===== src/rtl/core/tisp_pkg.sv =====
// Package for the telnet IAC stream parser: byte codes, parse phases,
// result kinds and the input and result transaction structs.
// No dependencies.
package tisp_pkg;

  // Width of the saturating consumed-byte counter (8 to 32)
  localparam int unsigned COUNT_WIDTH = 16;

  // Telnet byte codes
  localparam logic [7:0] B_IAC  = 8'hFF;
  localparam logic [7:0] B_SB   = 8'hFA;
  localparam logic [7:0] B_SE   = 8'hF0;
  localparam logic [7:0] B_WILL = 8'hFB;
  localparam logic [7:0] B_WONT = 8'hFC;
  localparam logic [7:0] B_DO   = 8'hFD;
  localparam logic [7:0] B_DONT = 8'hFE;

  // Maximum number of results that one input byte causes
  localparam int unsigned MAX_RES = 3;

  typedef enum logic [2:0] {
    PH_DATA    = 3'd0,
    PH_IAC     = 3'd1,
    PH_OPT     = 3'd2,
    PH_SB_OPT  = 3'd3,
    PH_SB_BODY = 3'd4
  } phase_e;

  typedef enum logic [1:0] {
    KIND_DATA    = 2'd0,
    KIND_SEG_END = 2'd1,
    KIND_CMD     = 2'd2,
    KIND_DONE    = 2'd3
  } kind_e;

  typedef struct packed {
    logic [7:0] data_byte;
    logic       end_of_buffer;
  } in_item_t;

  typedef struct packed {
    kind_e       kind;
    logic [7:0]  value;
    logic [7:0]  option_code;
    logic [15:0] consumed_count;
    logic        final_result;
  } out_item_t;

endpackage


===== src/rtl/core/telnet_iac_stream_parser.sv =====
// Telnet IAC stream parser: one buffer byte in, data/segment/command/done
// results out. Depends on tisp_pkg.
//
// The first result of a byte is offered in the cycle after it is accepted.
// Throughput: one byte per cycle while each byte causes at most one result and
// out_ready_i is high; a byte that causes two or three results holds off the next
// byte until the single-result output port has drained all but its last result.
// Reset: rst_ni clears the parse state, the counter and the slot count and head.
module telnet_iac_stream_parser
  import tisp_pkg::*;
(
  input  logic      clk_i,
  input  logic      rst_ni,
  input  logic      in_valid_i,
  output logic      in_ready_o,
  input  in_item_t  in_data_i,
  output logic      out_valid_o,
  input  logic      out_ready_i,
  output out_item_t out_data_o
);

  localparam logic [COUNT_WIDTH-1:0] COUNT_MAX = {COUNT_WIDTH{1'b1}};

  // Parse state
  phase_e                 phase_q, phase_d;
  logic [7:0]             verb_q, verb_d;
  logic                   body_iac_q, body_iac_d;
  logic                   seg_q, seg_d;
  logic [COUNT_WIDTH-1:0] count_q, count_d;
  logic [COUNT_WIDTH-1:0] count_sum;

  // Result slots
  out_item_t res_q [MAX_RES];
  out_item_t res_n [MAX_RES];
  logic [1:0] cnt_q, cnt_d;
  logic [1:0] head_q, head_d;
  logic [1:0] res_num;

  logic [7:0] b;
  logic       last;
  logic       in_fire, out_fire;
  logic [1:0] add_amt;
  logic [COUNT_WIDTH:0] add_full;
  logic       is_verb;

  assign b       = in_data_i.data_byte;
  assign last    = in_data_i.end_of_buffer;
  assign is_verb = (b inside {[B_WILL:B_DONT]});

  // Handshake: load a new result set once the slots are empty or about to be
  assign out_valid_o = (cnt_q != 2'd0);
  assign out_data_o  = res_q[head_q];
  assign in_ready_o  = (cnt_q == 2'd0) || ((cnt_q == 2'd1) && out_ready_i);
  assign in_fire     = in_valid_i && in_ready_o;
  assign out_fire    = out_valid_o && out_ready_i;

  // Next parse state
  always_comb begin
    phase_d    = phase_q;
    verb_d     = verb_q;
    body_iac_d = body_iac_q;
    seg_d      = seg_q;
    add_amt    = 2'd0;
    case (phase_q)
      PH_IAC: begin
        if (b == B_IAC) begin
          seg_d   = 1'b1;
          add_amt = 2'd2;
          phase_d = PH_DATA;
        end else begin
          seg_d = 1'b0;
          if (b == B_SB) begin
            add_amt = 2'd2;
            phase_d = PH_SB_OPT;
          end else if (is_verb) begin
            verb_d  = b;
            phase_d = PH_OPT;
          end else begin
            add_amt = 2'd2;
            phase_d = PH_DATA;
          end
        end
      end
      PH_OPT: begin
        add_amt = 2'd3;
        verb_d  = 8'h00;
        phase_d = PH_DATA;
      end
      PH_SB_OPT: begin
        add_amt    = 2'd1;
        body_iac_d = (b == B_IAC);
        phase_d    = PH_SB_BODY;
      end
      PH_SB_BODY: begin
        add_amt = 2'd1;
        if (body_iac_q && (b == B_SE)) begin
          body_iac_d = 1'b0;
          phase_d    = PH_DATA;
        end else begin
          body_iac_d = (b == B_IAC);
        end
      end
      default: begin
        if (b == B_IAC) begin
          phase_d = PH_IAC;
        end else begin
          seg_d   = 1'b1;
          add_amt = 2'd1;
          phase_d = PH_DATA;
        end
      end
    endcase

    // Saturating counter update
    add_full  = {1'b0, count_q} + {{(COUNT_WIDTH-1){1'b0}}, add_amt};
    count_sum = add_full[COUNT_WIDTH] ? COUNT_MAX : add_full[COUNT_WIDTH-1:0];
    count_d   = count_sum;

    // Buffer end returns everything to reset
    if (last) begin
      phase_d    = PH_DATA;
      verb_d     = 8'h00;
      body_iac_d = 1'b0;
      seg_d      = 1'b0;
      count_d    = '0;
    end
  end

  // Result generation for the byte at the input
  always_comb begin
    logic        seg;
    logic [31:0] cnt_ext;
    seg     = seg_q;
    res_num = 2'd0;
    cnt_ext = 32'(count_sum);
    for (int i = 0; i < MAX_RES; i++) begin
      res_n[i] = '{kind: KIND_DATA, value: 8'h00, option_code: 8'h00,
                   consumed_count: 16'h0000, final_result: 1'b0};
    end
    case (phase_q)
      PH_IAC: begin
        if (b == B_IAC) begin
          res_n[res_num].kind  = KIND_DATA;
          res_n[res_num].value = B_IAC;
          res_num = res_num + 2'd1;
          seg     = 1'b1;
        end else begin
          if (seg) begin
            res_n[res_num].kind = KIND_SEG_END;
            res_num = res_num + 2'd1;
            seg     = 1'b0;
          end
          if ((b != B_SB) && !is_verb) begin
            res_n[res_num].kind  = KIND_CMD;
            res_n[res_num].value = b;
            res_num = res_num + 2'd1;
          end
        end
      end
      PH_OPT: begin
        res_n[res_num].kind        = KIND_CMD;
        res_n[res_num].value       = verb_q;
        res_n[res_num].option_code = b;
        res_num = res_num + 2'd1;
      end
      PH_SB_OPT: begin
        res_n[res_num].kind        = KIND_CMD;
        res_n[res_num].value       = B_SB;
        res_n[res_num].option_code = b;
        res_num = res_num + 2'd1;
      end
      PH_SB_BODY: begin
        if (body_iac_q && (b == B_SE)) begin
          res_n[res_num].kind  = KIND_CMD;
          res_n[res_num].value = B_SE;
          res_num = res_num + 2'd1;
        end
      end
      default: begin
        if (b != B_IAC) begin
          res_n[res_num].kind  = KIND_DATA;
          res_n[res_num].value = b;
          res_num = res_num + 2'd1;
          seg     = 1'b1;
        end
      end
    endcase

    // Buffer end: close the segment, then report the count
    if (last) begin
      if (seg) begin
        res_n[res_num].kind = KIND_SEG_END;
        res_num = res_num + 2'd1;
      end
      res_n[res_num].kind           = KIND_DONE;
      res_n[res_num].consumed_count = cnt_ext[15:0];
      res_n[res_num].final_result   = 1'b1;
      res_num = res_num + 2'd1;
    end
  end

  // Slot bookkeeping
  always_comb begin
    cnt_d  = cnt_q;
    head_d = head_q;
    if (in_fire) begin
      cnt_d  = res_num;
      head_d = 2'd0;
    end else if (out_fire) begin
      cnt_d  = cnt_q - 2'd1;
      head_d = head_q + 2'd1;
    end
  end

  // Control and state registers
  always_ff @(posedge clk_i or negedge rst_ni) begin
    if (!rst_ni) begin
      phase_q    <= PH_DATA;
      verb_q     <= 8'h00;
      body_iac_q <= 1'b0;
      seg_q      <= 1'b0;
      count_q    <= '0;
      cnt_q      <= 2'd0;
      head_q     <= 2'd0;
    end else begin
      cnt_q  <= cnt_d;
      head_q <= head_d;
      if (in_fire) begin
        phase_q    <= phase_d;
        verb_q     <= verb_d;
        body_iac_q <= body_iac_d;
        seg_q      <= seg_d;
        count_q    <= count_d;
      end
    end
  end

  // Result payload slots
  always_ff @(posedge clk_i) begin
    if (in_fire) begin
      for (int i = 0; i < MAX_RES; i++) begin
        res_q[i] <= res_n[i];
      end
    end
  end

  // Assertions
  a_ready_room: assert property (@(posedge clk_i) disable iff (!rst_ni)
    in_ready_o |-> (cnt_q <= 2'd1))
    else $error("input ready while more than one result pending");

  a_head_range: assert property (@(posedge clk_i) disable iff (!rst_ni)
    (cnt_q != 2'd0) |-> ((head_q + cnt_q) <= 2'(MAX_RES)))
    else $error("result slot head past the loaded results");

  a_final_kind: assert property (@(posedge clk_i) disable iff (!rst_ni)
    out_valid_o |-> (out_data_o.final_result == (out_data_o.kind == KIND_DONE)))
    else $error("final flag disagrees with result kind");

  a_buffer_reset: assert property (@(posedge clk_i) disable iff (!rst_ni)
    (in_fire && in_data_i.end_of_buffer) |=>
      ((phase_q == PH_DATA) && (count_q == '0) && !seg_q))
    else $error("parse state not cleared after buffer end");

endmodule

===== config.mk =====
export PLATFORM = sky130hd
export DESIGN_NAME = telnet_iac_stream_parser
export DESIGN_NICKNAME = d
export VERILOG_FILES = /design/src/rtl/core/tisp_pkg.sv /design/src/rtl/core/telnet_iac_stream_parser.sv
export SDC_FILE = /design/constraint.sdc
export NUM_CORES = 1
export LEC_CHECK = 0
export ABC_AREA = 0
export BUFFER_PORTS_ARGS = -buffer_cell sky130_fd_sc_hd__buf_4
export CORE_MARGIN = 3
export CORE_UTILIZATION = 45
export DETAILED_ROUTE_END_ITERATION = 10
export PLACE_DENSITY = 0.67
export SLEW_MARGIN = 20
export SYNTH_ARGS = -nofsm -noshare
export SYNTH_HDL_FRONTEND = slang
export SYNTH_SLANG_ARGS = --single-unit

===== constraint.sdc =====
create_clock -name clk_i -period 5 [get_ports clk_i]
set_input_delay 0 -clock clk_i [delete_from_list [all_inputs] [get_ports clk_i]]
set_output_delay 0 -clock clk_i [all_outputs]
set_load 0.005 [all_outputs]

== Word-level counts from Yosys, hierarchy flattened ==
Memory sizes are Yosys's and may differ from the RTL's.
Index checks and enable logic that the tools add are counted.
Word-level totals
  output and inout port bits: 37
  memories: 1
  flip-flop bits (word level): 33
  word-level logic and storage cells: 138
  bits in writable memories: 105
Memory list
  res_q: words 3, bits a word 35, read ports 1, clocked after Yosys merged registers in 0, write ports 3, line telnet_iac_stream_parser.sv:33  | out_item_t res_q [MAX_RES];
Cells by class
  add/subtract/negate cells: 6
  magnitude comparators: 8
  multiplexer cells: 74
  reductions and logical operators: 23
  bitwise logic cells: 3
  equality and inequality tests: 16
Operators with widths (number)
  $bwmux W105: 6
  $demux W35 S2: 6
  $mux W105: 4
  $mux W35: 3
  $mux W95: 1
  $mux W87: 1
  $mux W8: 5
  $pmux W10 S4: 1
  $mux W2: 17
  $mux W33: 1
  $mux W16: 2
  $pmux W8 S2: 2
  $eq A8 B8 Y1 const B: 3
  $mux W10: 2
  $add A16 B2 Y17: 1
  $mux W17: 1
  $ne A8 B8 Y1 const B: 2
  $mux W1: 14
  $ne A3 B3 Y1 const B: 4
  $pmux W2 S3: 2
  $pmux W3 S4: 1
  $ge A3 B3 Y1 const B: 3
  $logic_and A1 B1 Y1: 9
  $lt A3 B1 Y1 const B: 3
  23 further kinds: 36

== Depth between registers and ports, before layout ==
Gate-level depths: netlist of run 1.
  depth after elaboration: 20
  depth in mapped cells: 17
  depth with buffers taken out: 16

== Worst setup path after synthesis of run 1 ==
Ideal clock, no wire load.
  kind: register to register
  from: register cnt_q[0]
  to: register cnt_q[1]
  data arrival time: 3.929 ns
  buffers on the path: 2
  cell stages (with the launch flop): 9
  path slack: 0.783 ns
  period minus slack after synthesis: 4.217 ns
  required time: 4.712 ns
  cell sequence: dfrtp_1 -> inv_1 -> ha_1 -> a21o_1 -> nand2_1 -> inv_1 -> clkbuf_1 -> clkbuf_1 -> a22oi_1
On the way
  longest elaborated chain between the ends: 5
  elaborated cells on any way between the ends: 11
  classes of those cells: add/sub: 1; eq/ne: 1; mux: 2; reduce/logical: 7
Ends and longest elaborated chain
  from (decl): line telnet_iac_stream_parser.sv:35  | logic [1:0] cnt_q, cnt_d;
  from (signal assigned): line telnet_iac_stream_parser.sv:226  | cnt_q <= cnt_d;
  $eq A2 B1 Y1: line telnet_iac_stream_parser.sv:53  | assign in_ready_o = (cnt_q == 2'd0) || ((cnt_q == 2'd1) && out_ready_i);
  $logic_and A1 B1 Y1: line telnet_iac_stream_parser.sv:53
  $logic_or A1 B1 Y1 (*): line telnet_iac_stream_parser.sv:53
  named net in_ready_o: line telnet_iac_stream_parser.sv:15  | output logic in_ready_o,
  $logic_and A1 B1 Y1 (*): line telnet_iac_stream_parser.sv:54  | assign in_fire = in_valid_i && in_ready_o;
  named net in_fire: line telnet_iac_stream_parser.sv:41  | logic in_fire, out_fire;
  $mux W2 or $reduce_bool A2 Y1 (tied branches)
The timed path passes the listed nets; every way through them passes the cells marked *. The select of a mux whose other input is x is not followed.
A chain may end at the register's enable or synchronous reset.

==> key figures, run 1 <==
Status
  – Outcome: completed

Route
  – DRC violations left: 0
  – DR WL/cell: 15.9 um
  – Remaining number of nets flagged by the antenna check after routing: 0
  – First drt pass iteration count: 5
  – Average vias per placed instance: ~5.4
  – Vias after detailed routing: 4,467
  – Routed Wire Length: 13,200 um
  – Starting DRT DRC Count: 529

Timing
  – Number of failing hold endpoints at the final stage: 0
  – Maximum frequency from static timing analysis: 0.235 GHz
  – Final worst hold slack: 0.0928 ns
  – Final worst path period need: between 4 and 5 ns
  – Worst slew margin relative to its limit: 47.7%
  – Share of the clock period used by the worst path after layout: a little under nine tenths
  – Pins Over Slew Limit: 0
  – Final count of negative-setup-slack endpoints: 0
  – Worst Clk Skew: 0.00770 ns
  – RSZ-0062 raised after global routing: no
  – Pin slew with the least headroom to its limit: 0.781 ns
  – Setup_tns: 0 ns

Clock tree
  – TritonCTS buffer count: 17
  – CTS tree: done
  – Cell chosen for the clock root: sky130_fd_sc_hd__clkbuf_16
  – Insertion delay of the later-clocked pin in the worst-skew pair: 0.41 ns
  – H-tree levels: 4
  – Number of clock sinks seen by CTS: 113
  – Clock Pin Slew Worst Setup and Hold Paths: ~0.06 ns
  – Max clock buf depth: 2

GRT
  – All-layer global routing usage: 19.3%
  – Antenna violations before repair: 0
  – Vias in the first global route: approximately 4,300
  – Largest net degree at the start of global routing: 50
  – Global route total overflow: 0
  – Global-route wire length before repair: between 20,000 and 25,000 um

Run
  – Max-cap viol count: 0

Worst setup path
  – Critical-path maximum fanout: 18
  – Type of element launching the critical path: primary input
  – Worst reg2reg setup slack: 1.10 ns
  – Worst Path Class, Setup: primary input to flop
  – Beginning of the worst register-to-register path: phase_q[0]
  – Number of cell instances on the worst register-to-register path: 11
  – Worst flop-to-flop path endpoint: res_q[1][4]
  – Data arrival, critical path: 4.43 ns
  – Category of the worst setup path capture point: flop
  – Data required, critical path: 5.17 ns

Synthesis
  – Library cell occupying the most area in the post-synthesis netlist: sky130_fd_sc_hd__edfxtp_1
  – Number of standard cells after synthesis: 592
  – Share of synthesized registers carrying an async set or reset: 29.2%
  – Share of the yosys chip area belonging to registers: a little over half
  – Share of Yosys cell area claimed by the top area cell type: between 40% and 50%
  – Top post-synthesis cells by area: sky130_fd_sc_hd__edfxtp_1 40%, sky130_fd_sc_hd__dfrtp_1 14%, sky130_fd_sc_hd__mux2i_1 6.4%
  – Number of different library cells in the post-synthesis netlist: 53
  – Post-Syn Area: 5960 sq um
  – Number of synthesized register bits: 113
  – Mapped Nets: 619
  – Average footprint of a synthesized cell: 10.1 sq um
  – Top_reg_cell synth: sky130_fd_sc_hd__edfxtp_1
  – EDFF count, synth: 80
  – Count of synthesis-stage warnings from yosys: 0

Layout
  – Final-layout fill cell count: 1,079
  – Count of nets after finishing: 674
  – Cell Count, Final, Fillers Out: about 830
  – Ratio of cells with drive above 1 in the final layout: 14.5%
  – Post-synthesis to final-layout area growth: 20.7%
  – Number of diodes: 0
  – Final Cell Area: between 7000 and 8000 sq um

Power
  – Power per unit of standard cell area: 545 nW/um^2
  – Total design power: 3.92 mW
  – Static Leakage: around 2.9 nW
  – Worst IR drop on VDD: between 0.2 and 0.3 mV

Floorplan
  – Starting utilization of the core area: 46.7%
  – Vert. Die Dim: roughly 120 um
  – Standard cell core area: 12,800 sq um
  – Boundary Pins: 50
  – Area of the die: 14,700 sq um
  – Die Width: 121 um
  – Num rows: 41

Placement
  – Final estimated routing congestion in global placement: 0.900
  – Post-Place Cell Area: 6450 sq um
  – Number of cells after detailed placement: between 700 and 800
  – I/O Buffers: 49
  – Post-DP HPWL: between 8000 and 9000 um

Min path
  – Hold Path Class: primary input to asynchronous set/reset pin
==> routing by layer <==
metal | wire length, um | GRT usage [%]
met1 | 6330 | 27.0
met2 | 6140 | 29.4
met3 | 547 | 4.57
met4 | 189 | 7.08
met5 | 0 | 0
==> cell usage after synthesis, drive strengths merged, types with 3 or more instances <==
library cell / n
dfrtp: 33
nand4: 7
a221oi: 5
xor2: 5
edfxtp: 80
nor4: 4
inv: 30
mux2i: 38
a21oi: 30
a211oi: 6
nor3: 7
xnor2: 5
ha: 13
and2: 28
nand2: 64
and3: 3
o22ai: 3
nand3: 11
nor2: 85
buf: 9
nor2b: 4
a21o: 5
a31oi: 10
nand2b: 3
clkbuf: 23
o21ai: 51
o211ai: 5
==> how the worst max path moves through the flow <==
stage,start,endpoint,depth (start not counted)
floorplan,cnt_q[0],cnt_q[1],8
global placement,in_data_i[8],res_q[1][4],17
detailed placement,in_data_i[8],res_q[1][4],17
CTS,in_data_i[8],res_q[1][4],18
global route,in_data_i[8],res_q[1][4],18
finish,in_data_i[8],res_q[1][4],18
==> registers in the layout, summed over array words and instances, names as in the netlist <==
signal	cells
body_iac_q	1
cnt_q	2
count_q	16
head_q	2
phase_q	3
res_q	80
seg_q	1
verb_q	8
==> stage by stage <==
step	utilization [%]	worst slack, ns
after floorplan	-	0.783
after global placement	50.5	1.16
after detailed placement	50.5	0.982
after CTS	56.3	0.786
after global routing	56.3	0.333
final	56.3	0.740
==> layout make-up <==
type	count	area, sq um	share of cell area (%)
sequential	113	3230	44.9
tap	172	215	2.99
inverter	30	114	1.58
clock buffer	17	425	5.92
multi-input combinational	417	2480	34.6
clock inverter	15	181	2.52
timing repair buffer	68	543	7.55
==> power by group <==
part           switching (mW)  total [mW]  internal (mW)  leakage [nW]
sequential             0.0952        1.40           1.30          1.19
combinational           0.755        1.30          0.546          1.38
clock                   0.439        1.23          0.787         0.294
==> repair_timing <==
action,in CTS,in global routing
setup buffers,0,0
hold endpoints to repair,67,0
gates resized for setup,0,0
hold buffers,13,0
==> cells in the final DEF, fill, tap and decap left out, types with 28 or more instances in the layout <==
| cell type | n |
|---|---|
| sky130_fd_sc_hd__inv_1 | 28 |
| sky130_fd_sc_hd__buf_4 | 55 |
| sky130_fd_sc_hd__dfrtp_1 | 33 |
| sky130_fd_sc_hd__and2_1 | 28 |
| sky130_fd_sc_hd__o21ai_0 | 50 |
| sky130_fd_sc_hd__nand2_1 | 64 |
| sky130_fd_sc_hd__edfxtp_1 | 80 |
| sky130_fd_sc_hd__mux2i_1 | 38 |
| sky130_fd_sc_hd__nor2_1 | 85 |
| sky130_fd_sc_hd__a21oi_1 | 29 |
==> cells by family after synthesis <==
group	share of synthesized area [%]
multiplexers	6.38
AO/OA/AOI/OAI	13.2
buffers and inverters	4.16
XOR/XNOR	1.47
AND/OR/NAND/NOR	17.6
flip-flops	54.2
adder cells (fa/ha/maj)	3.06
==> critical path, stage by stage <==
cell and delay, ns:
sky130_fd_sc_hd__dlygate4sd3_1 0.54, sky130_fd_sc_hd__buf_4 0.15, sky130_fd_sc_hd__and4_1 0.40, sky130_fd_sc_hd__nand2_1 0.16, sky130_fd_sc_hd__nor3_1 0.40, sky130_fd_sc_hd__ha_1 0.32, sky130_fd_sc_hd__or4bb_1 0.16, sky130_fd_sc_hd__a31oi_1 0.04
sky130_fd_sc_hd__a211oi_2 0.40, sky130_fd_sc_hd__inv_1 0.13, sky130_fd_sc_hd__ha_1 0.34, sky130_fd_sc_hd__nand2_1 0.07, sky130_fd_sc_hd__a21oi_1 0.22, sky130_fd_sc_hd__a21oi_1 0.10, sky130_fd_sc_hd__ha_1 0.19, sky130_fd_sc_hd__nand2_1 0.52
sky130_fd_sc_hd__inv_1 0.12, sky130_fd_sc_hd__and2_1 0.16
Power figures use the tool's default switching activity.
==> run 2: changes to the inputs <==
--- a/config.mk
+++ b/config.mk
@@ -10,6 +10,7 @@
 export CORE_MARGIN = 3
 export CORE_UTILIZATION = 45
 export DETAILED_ROUTE_END_ITERATION = 10
+export MAX_ROUTING_LAYER = met4
 export PLACE_DENSITY = 0.67
 export SLEW_MARGIN = 20
 export SYNTH_ARGS = -nofsm -noshare
==> constraint.sdc (replaced) <==
create_clock -name clk_i -period 4.2 [get_ports clk_i]
set_input_delay 0 -clock clk_i [delete_from_list [all_inputs] [get_ports clk_i]]
set_output_delay 0 -clock clk_i [all_outputs]
set_load 0.005 [all_outputs]
==> key figures, run 2 (synthesized netlist as in run 1, its figures left out) <==
Run
  – Max-cap viol count: 0 (unchanged)

Timing
  – RSZ-0062 raised after global routing: no
  – Maximum frequency from static timing analysis: 0.256 GHz
  – Final worst hold slack: 0.0992 ns (+0.00646 ns)
  – Setup_tns: 0 ns (unchanged)
  – Worst slew margin relative to its limit: 51.9% (+4.2 points)
  – Final WS setup: 0.295 ns (-0.445 ns)
  – Pins Over Slew Limit: 0 (unchanged)
  – Final worst path period need: 3.90 ns
  – Pin slew with the least headroom to its limit: 0.721 ns (-0.0598 ns)
  – Number of failing hold endpoints at the final stage: 0 (unchanged)
  – Final count of negative-setup-slack endpoints: 0 (unchanged)
  – Share of the clock period used by the worst path after layout: 93.0%
  – Worst Clk Skew: 0.0103 ns (+0.00260 ns)

Power
  – Static Leakage: 2.89 nW (+1.0%)
  – Worst IR drop on VDD: 0.327 mV (+9.2%)
  – Power per unit of standard cell area: 645 nW/um^2 (+18%)
  – Total design power: 4.66 mW (+19%)

Layout
  – Post-synthesis to final-layout area growth: 21.2%
  – Most used cells in the layout excluding fill and tap cells: 85 x sky130_fd_sc_hd__nor2_1, 80 x sky130_fd_sc_hd__edfxtp_1, 64 x sky130_fd_sc_hd__nand2_1
  – Count of nets after finishing: 681 (+1.0%)
  – Registers with the most flip-flops: res_q: 80 flops, count_q: 16 flops, verb_q: 8 flops
  – Number of flip-flops in the largest register: 80 (unchanged)
  – Register bank with the most flops: res_q
  – Ratio of cells with drive above 1 in the final layout: 15.6% (+1.0 points)
  – Final Cell Area: 7230 sq um (+0.49%)
  – Cell Count, Final, Fillers Out: 839 (+0.84%)
  – Post-layout utilization of the core: 56.6% (+0.27 points)
  – Number of diodes: 0 (unchanged)
  – Most common library cell in the layout ignoring fill and taps: sky130_fd_sc_hd__nor2_1

Placement
  – Number of cells after detailed placement: 794 (+0.89%)
  – Worst slack after detailed placement: 0.335 ns (-0.647 ns)
  – Final estimated routing congestion in global placement: 0.904 (+0.39%)
  – Post-Place Cell Area: 6510 sq um (+0.81%)
  – Post-DP HPWL: 9230 um (+4.2%)
  – I/O Buffers: 49 (unchanged)

Floorplan
  – Vert. Die Dim: 121 um (unchanged)
  – Starting utilization of the core area: 46.7% (unchanged)
  – Boundary Pins: 50 (unchanged)
  – Standard cell core area: 12,800 sq um (unchanged)
  – Area of the die: 14,700 sq um (unchanged)
  – Die Width: 121 um (unchanged)
  – Num rows: 41 (unchanged)

Route
  – DRC violations left: 0 (unchanged)
  – Remaining number of nets flagged by the antenna check after routing: 0 (unchanged)
  – DR WL/cell: 16.2 um (+2.1%)
  – First drt pass iteration count: 5 (unchanged)
  – Average vias per placed instance: 5.47 (+1.8%)
  – Starting DRT DRC Count: 548 (+3.6%)
  – Routed Wire Length: 13,600 um (+3.0%)
  – Vias after detailed routing: 4,587 (+2.7%)

Clock tree
  – TritonCTS buffer count: 17 (unchanged)
  – CTS tree: done
  – Cell chosen for the clock root: sky130_fd_sc_hd__clkbuf_16
  – Insertion delay of the later-clocked pin in the worst-skew pair: 0.42 ns (about the same)
  – Clock Pin Slew Worst Setup and Hold Paths: 0.06 ns (about the same)
  – Max clock buf depth: 2 (unchanged)
  – Total setup buffers inserted after CTS: 0 (unchanged)
  – Number of clock sinks seen by CTS: 113 (unchanged)
  – H-tree levels: 4 (unchanged)

Min path
  – Hold Path Class: primary input to asynchronous set/reset pin

GRT
  – Global-route wire length before repair: 22,400 um (+1.5%)
  – Vias in the first global route: 4,276 (-1.7%)
  – Global route total overflow: 0 (unchanged)
  – Largest net degree at the start of global routing: 61 (+22%)
  – Antenna violations before repair: 0 (unchanged)
  – All-layer global routing usage: 20.1% (+0.83 points)

Worst setup path
  – Worst reg2reg setup slack: 0.89 ns (-0.21 ns)
  – Worst setup startpoint: in_data_i[8]
  – Data arrival, critical path: 4.05 ns (-0.38 ns)
  – Worst Path Class, Setup: primary input to flop
  – Worst flop-to-flop path endpoint: res_q[0][7]
  – Number of cell instances on the worst register-to-register path: 12 (+1)
  – Type of element launching the critical path: primary input
  – Data required, critical path: 4.35 ns (-0.82 ns)
  – Category of the worst setup path capture point: flop
  – Critical path endpoint: res_q[0][7]
  – Beginning of the worst register-to-register path: phase_q[0]
  – Critical-path maximum fanout: 11 (-7)

Status
  – Outcome: completed
[run 2: worst min path at each step]
stage / to / start / slack, ns
floorplan: body_iac_q / rst_ni / -0.30
global placement: cnt_q[1] / rst_ni / -0.01
detailed placement: cnt_q[1] / rst_ni / -0.002
CTS: count_q[8] / rst_ni / 0.11
global route: count_q[12] / rst_ni / 0.15
finish: head_q[1] / rst_ni / 0.1
[run 2: timing repair]
item                       in CTS  in global routing
hold endpoints to repair       62                  0
hold buffers                   13                  0
setup endpoints to repair       0                 19
resized for setup               0                  1
[run 2: worst max-delay path: stages]
cell,delay (ns)
sky130_fd_sc_hd__dlygate4sd3_1,0.55
sky130_fd_sc_hd__buf_4,0.15
sky130_fd_sc_hd__and4_1,0.37
sky130_fd_sc_hd__nand2_1,0.18
sky130_fd_sc_hd__nor3_2,0.26
sky130_fd_sc_hd__ha_1,0.29
sky130_fd_sc_hd__or4bb_1,0.16
sky130_fd_sc_hd__a31oi_1,0.05
sky130_fd_sc_hd__a211oi_2,0.42
sky130_fd_sc_hd__inv_1,0.13
sky130_fd_sc_hd__ha_1,0.34
sky130_fd_sc_hd__nand2_1,0.05
sky130_fd_sc_hd__a21oi_1,0.19
sky130_fd_sc_hd__a21oi_1,0.09
sky130_fd_sc_hd__ha_1,0.19
sky130_fd_sc_hd__nand2_1,0.34
sky130_fd_sc_hd__buf_4,0.24
sky130_fd_sc_hd__nor2_1,0.05
[run 2: layout make-up]
cell class	count	area, sq um
tap	172	215
clock inverter	15	159
sequential	113	3230
fill	1094	5550
timing repair buffer	75	596
clock buffer	17	425
inverter	30	114
multi-input combinational	417	2490
[run 2: routing by layer]
layer  GRT usage, %  part of all wire (%)  up-vias
li1               -                     -     2231
met1           28.4                    48     2199
met2           29.4                    46      140
met3           4.52                   5.3       17
met4           5.88                   1.3        0
met5              -                     0        -
[run 2: report_power, final]
part / internal [mW] / switching (mW) / leakage (nW)
registers: 1.55 / 0.139 / 1.19
logic: 0.664 / 0.890 / 1.41
clock network: 0.841 / 0.575 / 0.286
